File: src/hw/rtl/frvt_pkg.sv
// frvt_pkg: shared types and constants for the frame-rate vote table
// used by frvt_ctrl, frvt_dp and frame_rate_vote_table_unit; no dependencies
`timescale 1ns / 1ps

package frvt_pkg;

  localparam int DEF_TABLE_ENTRIES = 16;

  localparam int CMD_W    = 3;
  localparam int KEY_W    = 32;
  localparam int RATE_W   = 10;
  localparam int SRC_W    = 2;
  localparam int STATUS_W = 2;

  // input tdata layout
  localparam int KEY_LSB  = 0;
  localparam int RATE_LSB = KEY_LSB + KEY_W;
  localparam int FV_LSB   = RATE_LSB + RATE_W;
  localparam int IN_DATA_W = 48;

  // output tdata layout
  localparam int EXP_LSB    = 0;
  localparam int SRC_LSB    = EXP_LSB + RATE_W;
  localparam int CHG_LSB    = SRC_LSB + SRC_W;
  localparam int SYNC_LSB   = CHG_LSB + 1;
  localparam int STATUS_LSB = SYNC_LSB + RATE_W;
  localparam int OUT_USED_W = STATUS_LSB + STATUS_W;
  localparam int OUT_DATA_W = 32;

  typedef enum logic [CMD_W-1:0] {
    CMD_ADD       = 3'd0,
    CMD_REMOVE    = 3'd1,
    CMD_UPDATE    = 3'd2,
    CMD_SET_ANIM  = 3'd3,
    CMD_SET_SYNC  = 3'd4,
    CMD_WRITE_FLG = 3'd5,
    CMD_QUERY     = 3'd6
  } cmd_e_t;

  typedef enum logic [STATUS_W-1:0] {
    STS_APPLIED  = 2'd0,
    STS_NOEFFECT = 2'd1,
    STS_FULL     = 2'd2
  } status_e_t;

  typedef enum logic [SRC_W-1:0] {
    SRC_NONE  = 2'd0,
    SRC_TABLE = 2'd1,
    SRC_SYNC  = 2'd2,
    SRC_ANIM  = 2'd3
  } src_e_t;

  typedef enum logic [1:0] {
    ST_IDLE,
    ST_SCAN,
    ST_DRAIN,
    ST_APPLY
  } state_e_t;

  typedef struct packed {
    logic load;
    logic read;
    logic commit;
  } ctl_cmd_t;

  typedef struct packed {
    logic scan_last;
    logic out_free;
  } dp_sts_t;

endpackage

File: src/hw/rtl/frame_rate_vote_table_unit.sv
// frame_rate_vote_table_unit: top level of the frame-rate vote table
// depends on frvt_pkg, frvt_ctrl and frvt_dp
`timescale 1ns / 1ps

// One command beat is taken in an idle cycle; the unit then walks every slot of the
// single-port entry memory once, waits in a drain state for the last read and then
// applies the change. The result beat sits in an output register; a new command is
// taken while it waits, and the apply step holds only if the previous result is
// still untaken. The walk through the entry memory sets the rate.
module frame_rate_vote_table_unit #(
  parameter int TABLE_ENTRIES = frvt_pkg::DEF_TABLE_ENTRIES
) (
  input  logic                            clk,
  input  logic                            rst_n,
  input  logic                            in_tvalid,
  output logic                            in_tready,
  // node_id[31:0], rate[41:32], flag_value[42]
  input  logic [frvt_pkg::IN_DATA_W-1:0]  in_tdata,
  // cmd[2:0]
  input  logic [frvt_pkg::CMD_W-1:0]      in_tuser,
  output logic                            out_tvalid,
  input  logic                            out_tready,
  // expected_rate[9:0], rate_source[11:10], changed[12], display_sync_rate[22:13],
  // status[24:23]
  output logic [frvt_pkg::OUT_DATA_W-1:0] out_tdata
);
  import frvt_pkg::*;

  ctl_cmd_t ctl;
  dp_sts_t  sts;

  frvt_ctrl u_ctrl (
    .clk       (clk),
    .rst_n     (rst_n),
    .in_tvalid (in_tvalid),
    .in_tready (in_tready),
    .sts       (sts),
    .ctl       (ctl)
  );

  frvt_dp #(
    .TABLE_ENTRIES (TABLE_ENTRIES)
  ) u_dp (
    .clk        (clk),
    .rst_n      (rst_n),
    .ctl        (ctl),
    .sts        (sts),
    .in_tdata   (in_tdata),
    .in_tuser   (in_tuser),
    .out_tvalid (out_tvalid),
    .out_tready (out_tready),
    .out_tdata  (out_tdata)
  );

endmodule

File: src/hw/rtl/frvt_ctrl.sv
// frvt_ctrl: sequencer for one command (accept, table walk, apply)
// depends on frvt_pkg; drives frvt_dp through ctl_cmd_t
`timescale 1ns / 1ps

module frvt_ctrl (
  input  logic            clk,
  input  logic            rst_n,
  input  logic            in_tvalid,
  output logic            in_tready,
  input  frvt_pkg::dp_sts_t  sts,
  output frvt_pkg::ctl_cmd_t ctl
);
  import frvt_pkg::*;

  state_e_t state_r;
  state_e_t state_nxt;

  always_ff @(posedge clk) begin
    if (!rst_n) begin
      state_r <= ST_IDLE;
    end else begin
      state_r <= state_nxt;
    end
  end

  always_comb begin
    state_nxt  = state_r;
    ctl        = '0;
    in_tready  = 1'b0;
    unique case (state_r)
      ST_IDLE: begin
        in_tready = 1'b1;
        if (in_tvalid) begin
          ctl.load  = 1'b1;
          state_nxt = ST_SCAN;
        end
      end
      ST_SCAN: begin
        ctl.read = 1'b1;
        if (sts.scan_last) begin
          state_nxt = ST_DRAIN;
        end
      end
      ST_DRAIN: begin
        state_nxt = ST_APPLY;
      end
      ST_APPLY: begin
        if (sts.out_free) begin
          ctl.commit = 1'b1;
          state_nxt  = ST_IDLE;
        end
      end
      default: begin
        state_nxt = ST_IDLE;
      end
    endcase
  end

endmodule

File: src/hw/rtl/frvt_dp.sv
// frvt_dp: entry memory, valid bits, rate registers, walk accumulators, result register
// depends on frvt_pkg; sequenced by frvt_ctrl
`timescale 1ns / 1ps

module frvt_dp #(
  parameter int TABLE_ENTRIES = frvt_pkg::DEF_TABLE_ENTRIES
) (
  input  logic                            clk,
  input  logic                            rst_n,
  input  frvt_pkg::ctl_cmd_t              ctl,
  output frvt_pkg::dp_sts_t               sts,
  input  logic [frvt_pkg::IN_DATA_W-1:0]  in_tdata,
  input  logic [frvt_pkg::CMD_W-1:0]      in_tuser,
  output logic                            out_tvalid,
  input  logic                            out_tready,
  output logic [frvt_pkg::OUT_DATA_W-1:0] out_tdata
);
  import frvt_pkg::*;

  localparam int IDX_W = (TABLE_ENTRIES > 1) ? $clog2(TABLE_ENTRIES) : 1;
  localparam logic [IDX_W-1:0] LAST_IDX = IDX_W'(TABLE_ENTRIES - 1);

  // latched command
  cmd_e_t            cmd_r;
  logic [KEY_W-1:0]  key_r;
  logic [RATE_W-1:0] rate_r;
  logic              fv_r;

  // entry memory and valid bits
  logic [KEY_W+RATE_W-1:0] mem [TABLE_ENTRIES];
  logic [TABLE_ENTRIES-1:0] valid_r;

  logic [RATE_W-1:0] anim_r;
  logic [RATE_W-1:0] sync_r;
  logic              flag_r;

  // walk
  logic [IDX_W-1:0]  idx_r;
  logic              pend_r;
  logic [IDX_W-1:0]  rd_idx_r;
  logic              rd_v_r;
  logic [KEY_W+RATE_W-1:0] rd_data_r;

  logic              match_found_r;
  logic [IDX_W-1:0]  match_idx_r;
  logic [RATE_W-1:0] match_rate_r;
  logic              free_found_r;
  logic [IDX_W-1:0]  free_idx_r;
  logic              any_other_r;
  logic [RATE_W-1:0] max_other_r;

  logic [KEY_W-1:0]  rd_key;
  logic [RATE_W-1:0] rd_rate;
  logic              hit;

  // result register
  logic                  out_valid_r;
  logic [OUT_USED_W-1:0] out_data_r;

  // apply decode
  logic              mem_we;
  logic [IDX_W-1:0]  wr_idx;
  logic              set_valid;
  logic              clr_valid;
  logic [RATE_W-1:0] anim_nxt;
  logic [RATE_W-1:0] sync_nxt;
  logic              flag_nxt;
  status_e_t         status_nxt;
  logic              add_applied;
  logic              upd_applied;
  logic              keep_match;
  logic [RATE_W-1:0] match_val;
  logic              t_any;
  logic [RATE_W-1:0] best;
  src_e_t            src;

  assign rd_key  = rd_data_r[KEY_W+RATE_W-1:RATE_W];
  assign rd_rate = rd_data_r[RATE_W-1:0];
  assign hit     = pend_r && rd_v_r && (rd_key == key_r);

  assign sts.scan_last = (idx_r == LAST_IDX);
  assign sts.out_free  = !out_valid_r || out_tready;

  assign out_tvalid = out_valid_r;
  assign out_tdata  = {(OUT_DATA_W - OUT_USED_W)'(0), out_data_r};

  always_ff @(posedge clk) begin
    if (ctl.load) begin
      cmd_r  <= cmd_e_t'(in_tuser);
      key_r  <= in_tdata[KEY_LSB +: KEY_W];
      rate_r <= in_tdata[RATE_LSB +: RATE_W];
      fv_r   <= in_tdata[FV_LSB];
    end
  end

  always_ff @(posedge clk) begin
    if (ctl.read) begin
      rd_data_r <= mem[idx_r];
    end
    if (mem_we) begin
      mem[wr_idx] <= {key_r, rate_r};
    end
  end

  always_ff @(posedge clk) begin
    if (!rst_n) begin
      idx_r    <= '0;
      pend_r   <= 1'b0;
      rd_idx_r <= '0;
      rd_v_r   <= 1'b0;
    end else begin
      pend_r <= ctl.read;
      if (ctl.load) begin
        idx_r <= '0;
      end else if (ctl.read) begin
        rd_idx_r <= idx_r;
        rd_v_r   <= valid_r[idx_r];
        if (idx_r != LAST_IDX) begin
          idx_r <= idx_r + 1'b1;
        end
      end
    end
  end

  always_ff @(posedge clk) begin
    if (!rst_n) begin
      match_found_r <= 1'b0;
      match_idx_r   <= '0;
      match_rate_r  <= '0;
      free_found_r  <= 1'b0;
      free_idx_r    <= '0;
      any_other_r   <= 1'b0;
      max_other_r   <= '0;
    end else if (ctl.load) begin
      match_found_r <= 1'b0;
      free_found_r  <= 1'b0;
      any_other_r   <= 1'b0;
      max_other_r   <= '0;
    end else if (pend_r) begin
      if (hit) begin
        match_found_r <= 1'b1;
        match_idx_r   <= rd_idx_r;
        match_rate_r  <= rd_rate;
      end else if (rd_v_r) begin
        any_other_r <= 1'b1;
        if (rd_rate > max_other_r) begin
          max_other_r <= rd_rate;
        end
      end else if (!free_found_r) begin
        free_found_r <= 1'b1;
        free_idx_r   <= rd_idx_r;
      end
    end
  end

  always_comb begin
    mem_we      = 1'b0;
    wr_idx      = free_idx_r;
    set_valid   = 1'b0;
    clr_valid   = 1'b0;
    anim_nxt    = anim_r;
    sync_nxt    = sync_r;
    flag_nxt    = flag_r;
    status_nxt  = STS_NOEFFECT;
    add_applied = 1'b0;
    upd_applied = 1'b0;
    unique case (cmd_r)
      CMD_ADD: begin
        if (!match_found_r) begin
          if (!free_found_r) begin
            status_nxt = STS_FULL;
          end else begin
            add_applied = 1'b1;
            mem_we      = 1'b1;
            set_valid   = 1'b1;
            flag_nxt    = 1'b1;
            status_nxt  = STS_APPLIED;
          end
        end
      end
      CMD_REMOVE: begin
        if (match_found_r) begin
          wr_idx     = match_idx_r;
          clr_valid  = 1'b1;
          flag_nxt   = 1'b1;
          status_nxt = STS_APPLIED;
        end
      end
      CMD_UPDATE: begin
        if (match_found_r && (match_rate_r != rate_r)) begin
          upd_applied = 1'b1;
          wr_idx      = match_idx_r;
          mem_we      = 1'b1;
          flag_nxt    = 1'b1;
          status_nxt  = STS_APPLIED;
        end
      end
      CMD_SET_ANIM: begin
        if (anim_r != rate_r) begin
          anim_nxt   = rate_r;
          flag_nxt   = 1'b1;
          status_nxt = STS_APPLIED;
        end
      end
      CMD_SET_SYNC: begin
        if (sync_r != rate_r) begin
          sync_nxt   = rate_r;
          flag_nxt   = 1'b1;
          status_nxt = STS_APPLIED;
        end
      end
      CMD_WRITE_FLG: begin
        flag_nxt = fv_r;
        if (flag_r != fv_r) begin
          status_nxt = STS_APPLIED;
        end
      end
      default: begin
      end
    endcase
    mem_we = mem_we && ctl.commit;
  end

  // table maximum after the command, then sync and animation overrides when strictly larger
  always_comb begin
    keep_match = match_found_r && (cmd_r != CMD_REMOVE);
    match_val  = upd_applied ? rate_r : match_rate_r;
    t_any      = any_other_r;
    best       = max_other_r;
    if (keep_match) begin
      t_any = 1'b1;
      if (match_val > best) begin
        best = match_val;
      end
    end
    if (add_applied) begin
      t_any = 1'b1;
      if (rate_r > best) begin
        best = rate_r;
      end
    end
    src = t_any ? SRC_TABLE : SRC_NONE;
    if (sync_nxt > best) begin
      best = sync_nxt;
      src  = SRC_SYNC;
    end
    if (anim_nxt > best) begin
      best = anim_nxt;
      src  = SRC_ANIM;
    end
  end

  always_ff @(posedge clk) begin
    if (!rst_n) begin
      valid_r     <= '0;
      anim_r      <= '0;
      sync_r      <= '0;
      flag_r      <= 1'b0;
      out_valid_r <= 1'b0;
    end else begin
      if (ctl.commit) begin
        if (set_valid) begin
          valid_r[wr_idx] <= 1'b1;
        end
        if (clr_valid) begin
          valid_r[wr_idx] <= 1'b0;
        end
        anim_r      <= anim_nxt;
        sync_r      <= sync_nxt;
        flag_r      <= flag_nxt;
        out_valid_r <= 1'b1;
      end else if (out_tready) begin
        out_valid_r <= 1'b0;
      end
    end
  end

  always_ff @(posedge clk) begin
    if (ctl.commit) begin
      out_data_r <= {status_nxt, sync_nxt, flag_nxt, src, best};
    end
  end

`ifndef SYNTH
  a_commit_loads_out: assert property (@(posedge clk) disable iff (!rst_n)
    ctl.commit |=> out_valid_r)
    else $error("result beat not loaded after commit");

  a_single_hit: assert property (@(posedge clk) disable iff (!rst_n)
    !(hit && match_found_r && !ctl.load))
    else $error("node id matched in two slots");

  a_full_only_when_full: assert property (@(posedge clk) disable iff (!rst_n)
    (ctl.commit && status_nxt == STS_FULL) |-> ($countones(valid_r) == TABLE_ENTRIES))
    else $error("table full reported with a free slot");

  a_commit_needs_room: assert property (@(posedge clk) disable iff (!rst_n)
    ctl.commit |-> sts.out_free)
    else $error("commit while result register busy");
`endif

endmodule
File: config.mk
export PLATFORM = sky130hd
export DESIGN_NAME = frame_rate_vote_table_unit
export DESIGN_NICKNAME = d
export VERILOG_FILES = /design/src/hw/rtl/frvt_pkg.sv /design/src/hw/rtl/frame_rate_vote_table_unit.sv /design/src/hw/rtl/frvt_ctrl.sv /design/src/hw/rtl/frvt_dp.sv
export SDC_FILE = /design/constraint.sdc
export NUM_CORES = 1
export LEC_CHECK = 0
export BUFFER_PORTS_ARGS = -buffer_cell sky130_fd_sc_hd__buf_2
export CAP_MARGIN = 20
export CORE_MARGIN = 2
export CORE_UTILIZATION = 50
export CTS_CLUSTER_SIZE = 20
export DETAILED_ROUTE_END_ITERATION = 10
export PLACE_DENSITY = 0.7
export SYNTH_ARGS = -nofsm -noshare
export SYNTH_HDL_FRONTEND = slang
export SYNTH_SLANG_ARGS = --single-unit
File: constraint.sdc
create_clock -name clk -period 11.3 [get_ports clk]
set_input_delay 1.13 -clock clk [delete_from_list [all_inputs] [get_ports clk]]
set_output_delay 1.13 -clock clk [all_outputs]
set_load 0.005 [all_outputs]
Word level (Yosys, flattened, before mapping)
Memories as Yosys holds them, arrays and structs flattened. A register that Yosys moved wholly into a read port is not among the register bits.
Index checks and enable logic that the tools add are counted.
{"block": "totals", "register_bits": 152, "ramBits": 672, "out_inout_bits": 34, "elab_cells": 146, "n_memories": 1}
{"block": "op_classes", "addsub": 1, "magnitude_cmp": 8, "eq_ne": 19, "n_mux": 63, "bitwise_logic": 8, "reduce_logical": 22}
{"name": "u_dp.mem", "depth": 16, "word_bits": 42, "rd": 1, "rd_clocked_by_memory_dff": 1, "write_ports": 1, "line": "frvt_dp.sv:30", "text": "logic [KEY_W+RATE_W-1:0] mem [TABLE_ENTRIES];"}
{"cell": "$mux 10", "n": 11}
{"cell": "$mux 16", "n": 4}
{"cell": "$gt 10x10->1", "n": 5}
{"cell": "$mux 1", "n": 34}
{"cell": "$eq 32x32->1", "n": 1}
{"cell": "$ne 10x10->1", "n": 3}
{"cell": "$and 16x16->16", "n": 1}
{"cell": "$not 16->16", "n": 1}
{"cell": "$or 16x16->16", "n": 1}
{"cell": "$pmux 2 s6", "n": 1}
{"cell": "$reduce_and 3->1", "n": 4}
{"cell": "$lt 4x5->1 const B", "n": 2}
{"cell": "$mux 2", "n": 5}
{"cell": "$mux 4", "n": 2}
{"cell": "$pmux 2 s4", "n": 1}
{"cell": "$pmux 4 s2", "n": 1}
{"cell": "$eq 3x2->1 const B", "n": 2}
{"cell": "$eq 3x3->1 const B", "n": 2}
{"cell": "$logic_and 1x1->1", "n": 6}
{"cell": "$ne 2x2->1 const B", "n": 3}
{"cell": "$pmux 1 s6", "n": 1}
{"cell": "$reduce_and 2->1", "n": 3}
{"cell": "$not 1->1", "n": 5}
{"cell": "$reduce_and 5->1", "n": 1}
{"cell": "19 further kinds", "n": 21}

Longest topological paths before layout
{"block": "depth", "word_depth": 15, "ltp_mapped": 50}

Cells and area by module
A second synthesis with hierarchy kept.
{"block": "unflattened", "cells_unflattened": 1875, "area_unflattened_um2": 35424.0}
{"mod": "frvt_dp", "instances": 1, "cells_per_inst": 1855, "area_per_inst_um2": 35253.8, "seq_area_each_um2": 25154.1}
{"mod": "frvt_ctrl", "instances": 1, "cells_per_inst": 20, "area_per_inst_um2": 170.2, "seq_area_each_um2": 40.0}

Least setup slack after synthesis
No wires, ideal clock.
{"block": "synth_timing", "kind": "reg2reg", "from": "register u_dp.rate_r[7]", "to": "register u_dp.out_data_r[0], data pin", "t_arrival_ns": 9.463, "setup_slack_ns": 1.657, "stages_incl_launch_ff": 47, "synth_period_minus_slack_ns": 9.643, "path_cell_list": "edfxtp_1 > buf_2 > xor2_1 > nor4_4 > a31oi_4 > mux2_2 > ha_1 > a211oi_2 > nor2_1 > a2111oi_2 > nor2_1 > buf_4 > clkbuf_1 > nand2_1 > o21ai_0 > ha_1 > and4_4 > or3b_1 > (+11 left out) > and3_1 > nand2_1 > o211ai_1 > a21oi_1 > o41ai_1 > mux2i_1 > a31o_1 > buf_6 > buf_4 > o21ai_1 > ha_1 > a21o_1 > a21o_1 > a221oi_1 > o21ai_0 > and2_1 > dlygate4sd3_1 > a221oi_1"}
{"block": "synth_via", "elab_chain_cells": 15}
{"item": "start, declared", "line": "frvt_dp.sv:26", "text": "logic [RATE_W-1:0] rate_r;"}
{"item": "start signal, assigned", "line": "frvt_dp.sv:91", "text": "rate_r <= in_tdata[RATE_LSB +: RATE_W];"}
{"item": "$ne 10x10->1", "line": "frvt_dp.sv:190", "text": "if (match_found_r && (match_rate_r != rate_r)) begin"}
{"item": "$logic_and 1x1->1", "line": "frvt_dp.sv:190"}
{"item": "$mux 1", "line": "frvt_dp.sv:190"}
{"item": "$mux 1", "line": "frvt_dp.sv:167", "text": "unique case (cmd_r)"}
{"item": "$mux 10", "line": "frvt_dp.sv:227", "text": "match_val = upd_applied ? rate_r : match_rate_r;"}
{"item": "$gt 10x10->1", "line": "frvt_dp.sv:232", "text": "if (match_val > best) begin"}
{"item": "$mux 10", "line": "frvt_dp.sv:232"}
{"item": "$mux 10", "line": "frvt_dp.sv:230", "text": "if (keep_match) begin"}
{"item": "$gt 10x10->1", "line": "frvt_dp.sv:238", "text": "if (rate_r > best) begin"}
{"item": "$mux 10", "line": "frvt_dp.sv:238"}
{"item": "$mux 10", "line": "frvt_dp.sv:236", "text": "if (add_applied) begin"}
{"item": "$gt 10x10->1", "line": "frvt_dp.sv:243", "text": "if (sync_nxt > best) begin"}
{"item": "$mux 10", "line": "frvt_dp.sv:243"}
{"item": "$gt 10x10->1", "line": "frvt_dp.sv:247", "text": "if (anim_nxt > best) begin"}
{"item": "$mux 10 *", "line": "frvt_dp.sv:247"}
{"item": "named net u_dp.best[0]", "line": "frvt_dp.sv:74", "text": "logic [RATE_W-1:0] best;"}
{"item": "end signal, assigned", "line": "frvt_dp.sv:280", "text": "out_data_r <= {status_nxt, sync_nxt, flag_nxt, src, best};"}
{"item": "end, declared", "line": "frvt_dp.sv:58", "text": "logic [OUT_USED_W-1:0] out_data_r;"}
Mark *: on every way through the listed nets, which the timed path passes. The rest lies on a longest branch.
A chain may end at the register's enable or synchronous reset.

Worst setup path after layout
{"block": "layout_timing", "from": "register u_dp.cmd_r[0]", "to": "register u_dp.out_data_r[6], data pin"}
{"block": "layout_via", "elab_chain_cells": 13}
{"item": "start, declared", "line": "frvt_dp.sv:24", "text": "cmd_e_t cmd_r;"}
{"item": "start signal, assigned", "line": "frvt_dp.sv:89", "text": "cmd_r <= cmd_e_t'(in_tuser);"}
{"item": "$eq 3x2->1", "line": "frvt_dp.sv:167"}
{"item": "$mux 1", "line": "frvt_dp.sv:167"}
{"item": "$mux 10", "line": "frvt_dp.sv:227"}
{"item": "$gt 10x10->1", "line": "frvt_dp.sv:232"}
{"item": "$mux 10", "line": "frvt_dp.sv:232"}
{"item": "$mux 10", "line": "frvt_dp.sv:230"}
{"item": "$gt 10x10->1", "line": "frvt_dp.sv:238"}
{"item": "$mux 10", "line": "frvt_dp.sv:238"}
{"item": "$mux 10", "line": "frvt_dp.sv:236"}
{"item": "$gt 10x10->1", "line": "frvt_dp.sv:243"}
{"item": "$mux 10", "line": "frvt_dp.sv:243"}
{"item": "$gt 10x10->1", "line": "frvt_dp.sv:247"}
{"item": "$mux 10 *", "line": "frvt_dp.sv:247"}
{"item": "named net u_dp.best[6]", "line": "frvt_dp.sv:74"}
Marks and branches as above.

==> flow_metrics.tcl <==
set metrics [dict create \
    outcome "finished, final reports clean" \
    yosys.area.top_type "edfxtp_1" \
    yosysMostFrequentCell "edfxtp_1" \
    timing.final.crit_period_ns 10.57 \
    max_freq_mhz 94.6 \
    numPortBuffers 76 \
    drc_errors 0 \
    grt_max_degree 104 \
    antenna_found_initial 1 \
    hold_start "u_dp.any_other_r" \
    synthArstFlopShare 0 \
    worstMarginPinSlew_ns 1.10 \
    fin_tns_setup_ns 0 \
    via_per_inst 6.02 \
    drive_above_1_share 0.258 \
    critical_path.slowest_cell "and4bb_2" \
    clock_skew_ns 0.0537 \
    place_area_sq_mm 0.0369 \
    critical_path_class "reg2reg" \
    syn_area_sq_mm 0.0353 \
    hpwl_um 41000 \
    cts_buffers 86 \
    first_pass_iters 7 \
    fin_crit_sh 0.936 \
    leakagePower_nw 12.9 \
    fillers 5133 \
    cp-end-kind "register" \
    synth_edf_count 785 \
    grtUsageTotal 0.215 \
    hold_depth 2 \
    yosysWarnings 0 \
    synth_seq_cells 866 \
    cp_data_arrival_time_ns 10.93 \
    worst_setup_path_start_kind "register" \
    insertion_delay_ns 0.65 \
    htree_levels 3 \
    clk_pin_slew_ns 0.06 \
    instances_no_fill 2998 \
    rsz0062_at_grt "false" \
    io-pin-count 89 \
    synth.area.top_cells "edfxtp_1, mux4_2, dfxtp_1" \
    wl_per_cell_um 26.1 \
    cts.sinks 866 \
    dieArea_sq_mm 0.0728 \
    rrSetupSlack_ns 0.73 \
    fin_util 0.567 \
    dr.first_iter.drc_count 1652 \
    reg2reg_depth 43 \
    clockBufferDepth 3 \
    avgSynthCellArea_sq_um 18.9 \
    drtAntennaViolNets 0 \
    final_area_sq_mm 0.0397 \
    die_x_um 270 \
    hold_viol 0 \
    coreArea_sq_mm 0.0700 \
    r2r-end "u_dp.out_data_r[6]" \
    row_count 97 \
    cts_tree "done" \
    gp_congestion 0.879 \
    die_h_um 270 \
    worstHoldEndpoint "u_dp.any_other_r" \
    power.density_mw_per_mm2 215 \
    syn_inst 1875 \
    cts_root_buf "clkbuf_16" \
    drt-total-wl_um 78300 \
    synth_common_cells "edfxtp_1, mux4_2, nor2_1" \
    r2r-start "u_dp.cmd_r[0]" \
    nets 2099 \
    slew_viol_final 0 \
    dr_total_vias 18000 \
    hp-class "reg2reg" \
    cts_setup_buffers 0 \
    cpPeakStageDelay_ns 0.64 \
    dp_cells 2842 \
    initial_core_util 0.505 \
    slew_headroom 0.262 \
    grt_overflow 0 \
    ys.flop_type "edfxtp_1" \
    grt_pass1_vias 18400 \
    yosys.area.top_type_share 0.667 \
    total_power_mw 8.52 \
    ys_seq_area_frac 0.713 \
    setup_viol 0 \
    worstPathMaxFanout 21 \
    ir_worst_vdd_v 0.000153 \
    areaGrowthSynthToFinish_pct 12.3 \
    drv_cap 0 \
    grt_pass1_wl_um 116000 \
    ys_types 81 \
    critPathRequiredTime_ns 11.66 \
]
[worst max-delay path by stage]
| stage | startpoint | end | slack [ns] | depth (start not counted) |
|---|---|---|---|---|
| 2_1_floorplan | u_dp.rate_r[7] | u_dp.out_data_r[0] | 1.66 | 46 |
| 3_3_place_gp | u_dp.cmd_r[0] | u_dp.out_data_r[0] | 1.02 | 42 |
| 3_5_place_dp | u_dp.cmd_r[0] | u_dp.out_data_r[6] | 0.77 | 43 |
| 4_1_cts | u_dp.cmd_r[0] | u_dp.out_data_r[6] | 0.72 | 43 |
| 5_1_grt | u_dp.cmd_r[0] | u_dp.out_data_r[0] | 0.11 | 42 |
| 6_report | u_dp.cmd_r[0] | u_dp.out_data_r[6] | 0.73 | 43 |
[registers in the layout, summed over array words and instances, names as in the netlist, 2 cells and up]
name,cells
u_dp.mem,672
u_dp.rd_data_r,42
u_dp.key_r,32
u_dp.out_data_r,25
u_dp.valid_r,16
u_dp.anim_r,10
u_dp.match_rate_r,10
u_dp.max_other_r,10
u_dp.rate_r,10
u_dp.sync_r,10
u_dp.free_idx_r,4
u_dp.idx_r,4
u_dp.match_idx_r,4
u_dp.rd_idx_r,4
u_dp.cmd_r,3
u_ctrl.state_r,2
[power by group]
group / internal, mW / total (mW) / switching, mW
logic: 0.756 / 1.70 / 0.942
registers: 3.85 / 4.07 / 0.220
clock network: 1.55 / 2.75 / 1.20
[metrics by stage]
| stage | hold slack, ns | setup WS [ns] |
|---|---|---|
| after floorplan | 0.442 | 1.66 |
| after global placement | 0.464 | 1.02 |
| after detailed placement | 0.477 | 0.770 |
| after CTS | 0.501 | 0.719 |
| after global routing | 0.544 | 0.107 |
| final | 0.501 | 0.725 |
[what timing repair did]
item	4_1_cts	5_1_grt
resized for setup	0	1
setup endpoints to repair	0	4
hold buffers	0	0
[critical path, delay by kind of cell (launching register included)]
kind                       cells  cell delay, ns
adders and majority gates      4            1.19
muxes                          2            0.60
DFF                            1            0.56
and+or+nand+nor               15            3.57
buffers and inverters          6            0.81
AOI/OAI and AO/OA             16            3.53
[kinds of logic after synthesis]
kind of cell / share of synthesized area
flip-flops: 0.713
AND/OR/NAND/NOR: 0.0395
multiplexers: 0.156
AO/OA/AOI/OAI: 0.0372
buffers and inverters: 0.0198
XOR/XNOR: 0.0164
adder cells (fa/ha/maj): 0.0187
other: 0.000106
[per-layer routing]
| layer | wire, um | share of wire | track usage |
|---|---|---|---|
| met1 | 30700 | 0.39 | 0.282 |
| met3 | 4580 | 0.058 | 0.0317 |
| met5 | 0 | 0 | 0 |
| met2 | 40600 | 0.52 | 0.369 |
| met4 | 2390 | 0.030 | 0.0711 |
[area by class of cell]
type | instances | area (sq um) | area share
tap | 940 | 1180 | 0.0296
sequential | 866 | 25200 | 0.635
clock inverter | 52 | 485 | 0.0122
antenna | 1 | 2.50 | 0.0000631
timing repair buffer | 119 | 719 | 0.0181
multi-input combinational | 857 | 9610 | 0.242
clock buffer | 101 | 2250 | 0.0567
inverter | 62 | 239 | 0.00602
[cell usage in the layout, fill, tap and decap left out, types with 10 or more instances in the layout]
master     count
nand2b_1      11
nand3_1       10
buf_4         41
clkinv_2      16
ha_1          51
mux2i_1       60
clkbuf_16     87
o21a_1        13
a211oi_1      25
clkinv_1      19
dfxtp_1       78
buf_2         76
nand2_1       47
o21ai_0       15
nor3_1        11
nor2_4        17
o221a_2       16
clkbuf_1      12
nand4_1       15
and3_1        12
nor4_1        15
edfxtp_1     785
xor2_1        53
inv_1         56
xnor2_1       13
nor2_1       109
o21ai_1       10
a21oi_1       30
mux4_2       215
(Power assumes the default switching activity.)
